**config.mk**
```make
export PLATFORM = sky130hd
export DESIGN_NAME = dcr_sqrt
export DESIGN_NICKNAME = d
export VERILOG_FILES = /design/src/dcr_pkg.sv /design/src/dcr_sqrt.sv
export SDC_FILE = /design/constraint.sdc
export NUM_CORES = 2
export LEC_CHECK = 0
export BUFFER_PORTS_ARGS = -buffer_cell sky130_fd_sc_hd__clkbuf_2
export CAP_MARGIN = 25
export CORE_MARGIN = 8
export CORE_UTILIZATION = 55
export CTS_CLUSTER_DIAMETER = 80
export DETAILED_ROUTE_END_ITERATION = 10
export PLACE_DENSITY = 0.72
export SLEW_MARGIN = 25
export SYNTH_ARGS = -nofsm -noshare
export SYNTH_HDL_FRONTEND = slang
export SYNTH_SLANG_ARGS = --single-unit
```
**constraint.sdc**
```tcl
create_clock -name clk -period 3.8 [get_ports clk]
set_input_delay 0 -clock clk [delete_from_list [all_inputs] [get_ports clk]]
set_output_delay 0 -clock clk [all_outputs]
set_load 0.005 [all_outputs]
```
**src/dcr_pkg.sv**
```systemverilog
// Shared types, constants and rounding helper for the distance constraint relaxation block.
package dcr_pkg;

    localparam int COORD_W     = 32;
    localparam int STIFF_W     = 17;
    localparam int STIFF_FRAC  = 16;
    localparam logic [STIFF_W-1:0] STIFF_RESET = 17'h10000;
    localparam int SQRT_STEPS  = 32;
    localparam int NORM_MSB    = 30;

    typedef struct packed {
        logic signed [31:0] x1;
        logic signed [31:0] y1;
        logic signed [31:0] x2;
        logic signed [31:0] y2;
        logic        [31:0] m1;
        logic        [31:0] m2;
        logic        [31:0] len;
        logic        [32:0] msum;
        logic signed [32:0] dx;
        logic signed [32:0] dy;
        logic        [30:0] na;
        logic        [30:0] nb;
        logic               deg;
    } payload_t;

    // divide by 2^s, nearest, ties away from zero
    function automatic logic signed [63:0] rnd_shift(input logic signed [63:0] v,
                                                     input int unsigned s);
        logic signed [63:0] half;
        logic signed [63:0] adj;
        half = 64'sd1 <<< (s - 1);
        adj  = (v < 0) ? 64'sd1 : 64'sd0;
        return (v + half - adj) >>> s;
    endfunction

endpackage

```
**src/dcr_sqrt.sv**
```systemverilog
// Pipelined integer square root, one result bit per stage.
module dcr_sqrt
(
    input  logic        clk,
    input  logic        en,
    input  logic [62:0] rad,
    output logic [31:0] root
);
    import dcr_pkg::*;

    logic [63:0] rem_reg [SQRT_STEPS-1];
    logic [63:0] res_reg [SQRT_STEPS];

    for (genvar s = 0; s < SQRT_STEPS; s++)
    begin : g_step
        localparam logic [63:0] BITC = 64'd1 << (62 - 2 * s);
        logic [63:0] rin;
        logic [63:0] resin;
        logic [63:0] t;
        logic        ge;

        if (s == 0)
        begin : g_first
            assign rin   = {1'b0, rad};
            assign resin = '0;
        end
        else
        begin : g_rest
            assign rin   = rem_reg[s-1];
            assign resin = res_reg[s-1];
        end

        assign t  = resin + BITC;
        assign ge = (rin >= t);

        always_ff @(posedge clk)
        begin
            if (en)
            begin
                res_reg[s] <= ge ? ((resin >> 1) + BITC) : (resin >> 1);
            end
        end

        if (s < SQRT_STEPS - 1)
        begin : g_rem
            always_ff @(posedge clk)
            begin
                if (en)
                begin
                    rem_reg[s] <= ge ? (rin - t) : rin;
                end
            end
        end
    end

    assign root = res_reg[SQRT_STEPS-1][31:0];

endmodule

```
## Word level (Yosys, flattened, before mapping)

Memory sizes are Yosys's and may differ from the RTL's.
Index checks and enable logic that the tools add are counted.

- Register bits after elaboration: 0
- RAM bits: 4032
- Input bits: 65
- Output and inout bits: 32
- Word-level logic and storage cells: 192
- Memories: 2

- $add $sub $neg: 93
- Order comparisons: 32
- Mux-type cells: 65

Memories:

| memory | depth | bits a word | read ports | clocked after memory_dff | write ports | line | RTL |
|---|---|---|---|---|---|---|---|
| res_reg | 32 | 64 | 32 | 0 | 32 | dcr_sqrt.sv:12 | `logic [63:0] res_reg [SQRT_STEPS];` |
| rem_reg | 31 | 64 | 31 | 0 | 31 | dcr_sqrt.sv:11 | `logic [63:0] rem_reg [SQRT_STEPS-1];` |

Operators by type and width:

| operator | number |
|---|---|
| $mux 64 | 62 |
| $ge 64x64->1 | 31 |
| $sub 64x64->64 | 30 |
| $add 63x1->64 const B | 1 |
| $add 63x11->64 const B | 1 |
| $add 63x13->64 const B | 1 |
| $add 63x15->64 const B | 1 |
| $add 63x17->64 const B | 1 |
| $add 63x19->64 const B | 1 |
| $add 63x21->64 const B | 1 |
| $add 63x23->64 const B | 1 |
| $add 63x25->64 const B | 1 |
| $add 63x27->64 const B | 1 |
| $add 63x29->64 const B | 1 |
| $add 63x3->64 const B | 1 |
| $add 63x31->64 const B | 1 |
| $add 63x33->64 const B | 1 |
| $add 63x35->64 const B | 1 |
| $add 63x37->64 const B | 1 |
| $add 63x39->64 const B | 1 |
| $add 63x41->64 const B | 1 |
| $add 63x43->64 const B | 1 |
| $add 63x45->64 const B | 1 |
| $add 63x47->64 const B | 1 |
| other kinds (45) | 46 |

## Longest topological paths before layout

An unclocked memory read counts as a cell.

- Depth after elaboration: 4
- Depth in mapped cells: 14
- Gate-level depth less buffers: 12

## Worst setup path before layout

Ideal clock, no wire load.

- Path kind: register to register
- Start point: mem rem_reg[17][48] (netlist: rem_reg[1][112])
- End point: mem rem_reg[18][61] (netlist: rem_reg[1][189]), data pin
- Setup time: 0.273 ns
- Arrival time: 3.305 ns
- Data required time: 3.527 ns
- Path slack: 0.222 ns
- Stages on the path, launching flop included: 12
- Buffers on the path: 2
- Clock period less this slack: 3.578 ns
- Path through: edfxtp_1 -> buf_6 -> or4_4 -> or4_4 -> nor4b_2 -> or4b_1 -> a2111oi_1 -> a21boi_4 -> or4_1 -> buf_4 -> nor4b_1 -> xor2_1

RTL lines:

| item | line |
|---|---|
| start, declared | dcr_sqrt.sv:11 |

==> flow_summary.json <==
{
  "run_status": "completed",
  "endpoint_kind": "flop",
  "holdWs_ns": 0.279,
  "cts_buffers": 281,
  "synth_compound_area_frac": 0.0956,
  "power_density_nw_per_um2": 607,
  "max_stage_delay_ns": 0.59,
  "grt_max_degree": 145,
  "ctsLongestPathBuffers": 4,
  "slew_headroom": 0.422,
  "hold_viol_final": 0,
  "cp_num_buf_inv": 2,
  "synth_area_leaders": "edfxtp_1 (62%), ha_1 (5.8%), xnor2_1 (3.7%), a21oi_1 (2.7%), xor2_1 (2.7%)",
  "synth_top_area_share": 0.624,
  "fin_area_um2": 138000,
  "timing.final.crit_share": 0.969,
  "critPathArrivalTime_ns": 4.29,
  "antenna_found_initial": 15,
  "area_delta_synth_final_pct": 14.2,
  "drt_pre_antenna_iters": 6,
  "worst_setup_path_start_kind": "flop",
  "place_area_um2": 127000,
  "synth_xor_area_frac": 0.0635,
  "dieHeight_um": 485,
  "setup_viol": 0,
  "worst_slew_pin_slew_ns": 0.867,
  "vias": 80000,
  "cts_sinks": 2512,
  "power.leakage_nw": 52.5,
  "drc": 0,
  "setup_ws_ns": 0.119,
  "synth.area.mux_share": 0.00765,
  "dp.cells": 12800,
  "crit_fanout": 4,
  "rsz0062_at_grt": "yes",
  "cts_max_level": 5,
  "yosys.cell_count.top_type": "edfxtp_1",
  "synth_top_family_by_area": "simple AND/OR/NAND/NOR gates",
  "cp_slowest_cell": "nor4_1",
  "critPathKind": "flop to flop",
  "clk_latency_ns": 0.95,
  "vdd_drop_max_uv": 492,
  "drive_gt1_frac": 0.103,
  "nets": 11000,
  "synth.top_cells.by_count": "edfxtp_1 (2512), inv_1 (692), nor2_1 (669), a21oi_1 (644), nand2_1 (612)",
  "fp-row-count": 172,
  "ys_seq_area_frac": 0.624,
  "grt_usage": 0.256,
  "cpLargestDelayFamily": "simple AND/OR/NAND/NOR gates",
  "synth_cell_types": 88,
  "synth_edf_count": 2512,
  "die_area_um2": 235000,
  "tns_ns": 0,
  "cts-root-buf": "clkbuf_16",
  "grt_overflow": 0,
  "routedWlPerCell_um": 23.2,
  "crit_chain": "nor4_1, nand4_1, nor4_1, buf_4, a2111oi_0, buf_4, a21oi_1, o211ai_1, or2_2, nor4_1, xor2_1",
  "drv_slew": 0,
  "syn_inst": 9671,
  "finalCriticalPeriod_ns": 3.68,
  "top_level_ports": 97,
  "maxCapViolations": 0,
  "routabilityCongestion": 0.991,
  "largest_reg_flops": 1984,
  "fmax_ghz": 0.272,
  "grt_pass1_wl_mm": 469,
  "clk_pin_slew_ns": 0.06,
  "numPortBuffers": 96,
  "viasPerCell": 5.96,
  "routed_wirelength_mm": 312,
  "die-width_um": 485,
  "synthArstFlopShare": 0,
  "synthAdderAreaFrac": 0.0576,
  "start_util": 0.552,
  "synth-seq-cells": 2512,
  "ys.flop_type": "edfxtp_1",
  "cts_tree": "yes",
  "yosysWarningCount": 0,
  "finalNonFillerCells": 13400,
  "preCtsSetupSlack_ns": -0.567,
  "hp-class": "input port to flop",
  "crit_top_cell": "nor4_1",
  "grt_pass1_vias": 78700,
  "netlist_area_um2": 121000,
  "fp.coreArea_um2": 219000,
  "synth_simple_gate_area_frac": 0.124,
  "synth_area_per_cell_um2": 12.5,
  "critPathRequiredTime_ns": 4.41,
  "skew_ns": 0.103,
  "fin_util": 0.630,
  "synth_largest_area_cell": "edfxtp_1",
  "ant_nets": 0,
  "place_hpwl_mm": 234,
  "drt_iter0_markers": 7143,
  "power_mw": 83.8
}
==> where the power goes <==
group / switching [mW] / total (mW) / leakage [nW] / internal, mW
logic: 10.7 / 18.6 / 24.0 / 7.87
registers: 3.23 / 38.5 / 24.2 / 35.2
clock network: 10.8 / 26.8 / 4.38 / 15.9
total: 24.8 / 83.8 / 52.5 / 59.1
==> worst reg2reg max path: cells and delay by family (launching register included) <==
family	cells	cell delay [ns]
AO/OA/AOI/OAI	3	0.45
XOR/XNOR	1	0.10
buffers and inverters	2	0.41
flip-flops	1	0.48
AND/OR/NAND/NOR	5	1.97
==> what timing repair did <==
| action | CTS | global route |
|---|---|---|
| gates cloned | 0 | 1 |
| resized for setup | 15 | 44 |
| hold endpoints to repair | 545 | 0 |
| buffers inserted | 2 | 7 |
| pin swaps | 3 | 5 |
| hold buffers | 127 | 0 |
| setup endpoints to repair | 77 | 151 |
==> path summary, 6_finish.rpt <==
check,slack (ns),startpoint,to,depth (start not counted)
max reg2reg,0.12,rem_reg[0][834],rem_reg[0][955],11
min reg2reg,0.40,rem_reg[0][863],rem_reg[0][927],0
max,0.12,rem_reg[0][834],rem_reg[0][955],11
min,0.28,en,rem_reg[0][1000],2
==> layer usage <==
metal / routed length, um / vias up / part of all wire / GRT usage
li1: - / 37600 / - / -
met1: 123000 / 39100 / 0.39 / 0.318
met2: 156000 / 2639 / 0.50 / 0.452
met3: 18300 / 650 / 0.059 / 0.0371
met4: 14600 / 8 / 0.047 / 0.104
met5: 48 / - / 0.00015 / 0
==> layout by cell type, fill, tap and decap left out, types with 86 or more instances in the layout <==
master	synthesis	routed
clkbuf_2	0	95
xor2_1	367	367
or3_1	113	113
nor2b_1	87	86
o21a_1	104	104
nand2b_1	87	87
nor3_1	242	241
nand4_1	178	178
buf_4	2	323
inv_1	692	691
o21ai_0	398	398
nor2_1	669	668
a21o_1	229	228
nand3_1	174	173
a21oi_1	644	642
dlygate4sd3_1	0	127
nand2_1	612	611
nor4_1	327	310
clkbuf_16	0	285
xnor2_1	510	510
edfxtp_1	2512	2512
ha_1	556	550
==> layout make-up <==
type	instances	area (um^2)
Sequential cell	2512	75400
Clock inverter	157	1730
Antenna cell	7	17.5
Clock buffer	326	7260
Inverter	695	2610
Multi-Input combinational cell	6270	42400
Timing Repair Buffer	588	5020
Tap cell	2871	3590
Fill cell	16400	81000
==> kinds of logic after synthesis <==
group           after synthesis
compound gates             1859
xor+xnor                    877
fa+ha+maj                   556
buf+inv                     890
flops                      2512
mux                          83
other cells                   1
simple gates               2893
Power figures use the tool's default switching activity.
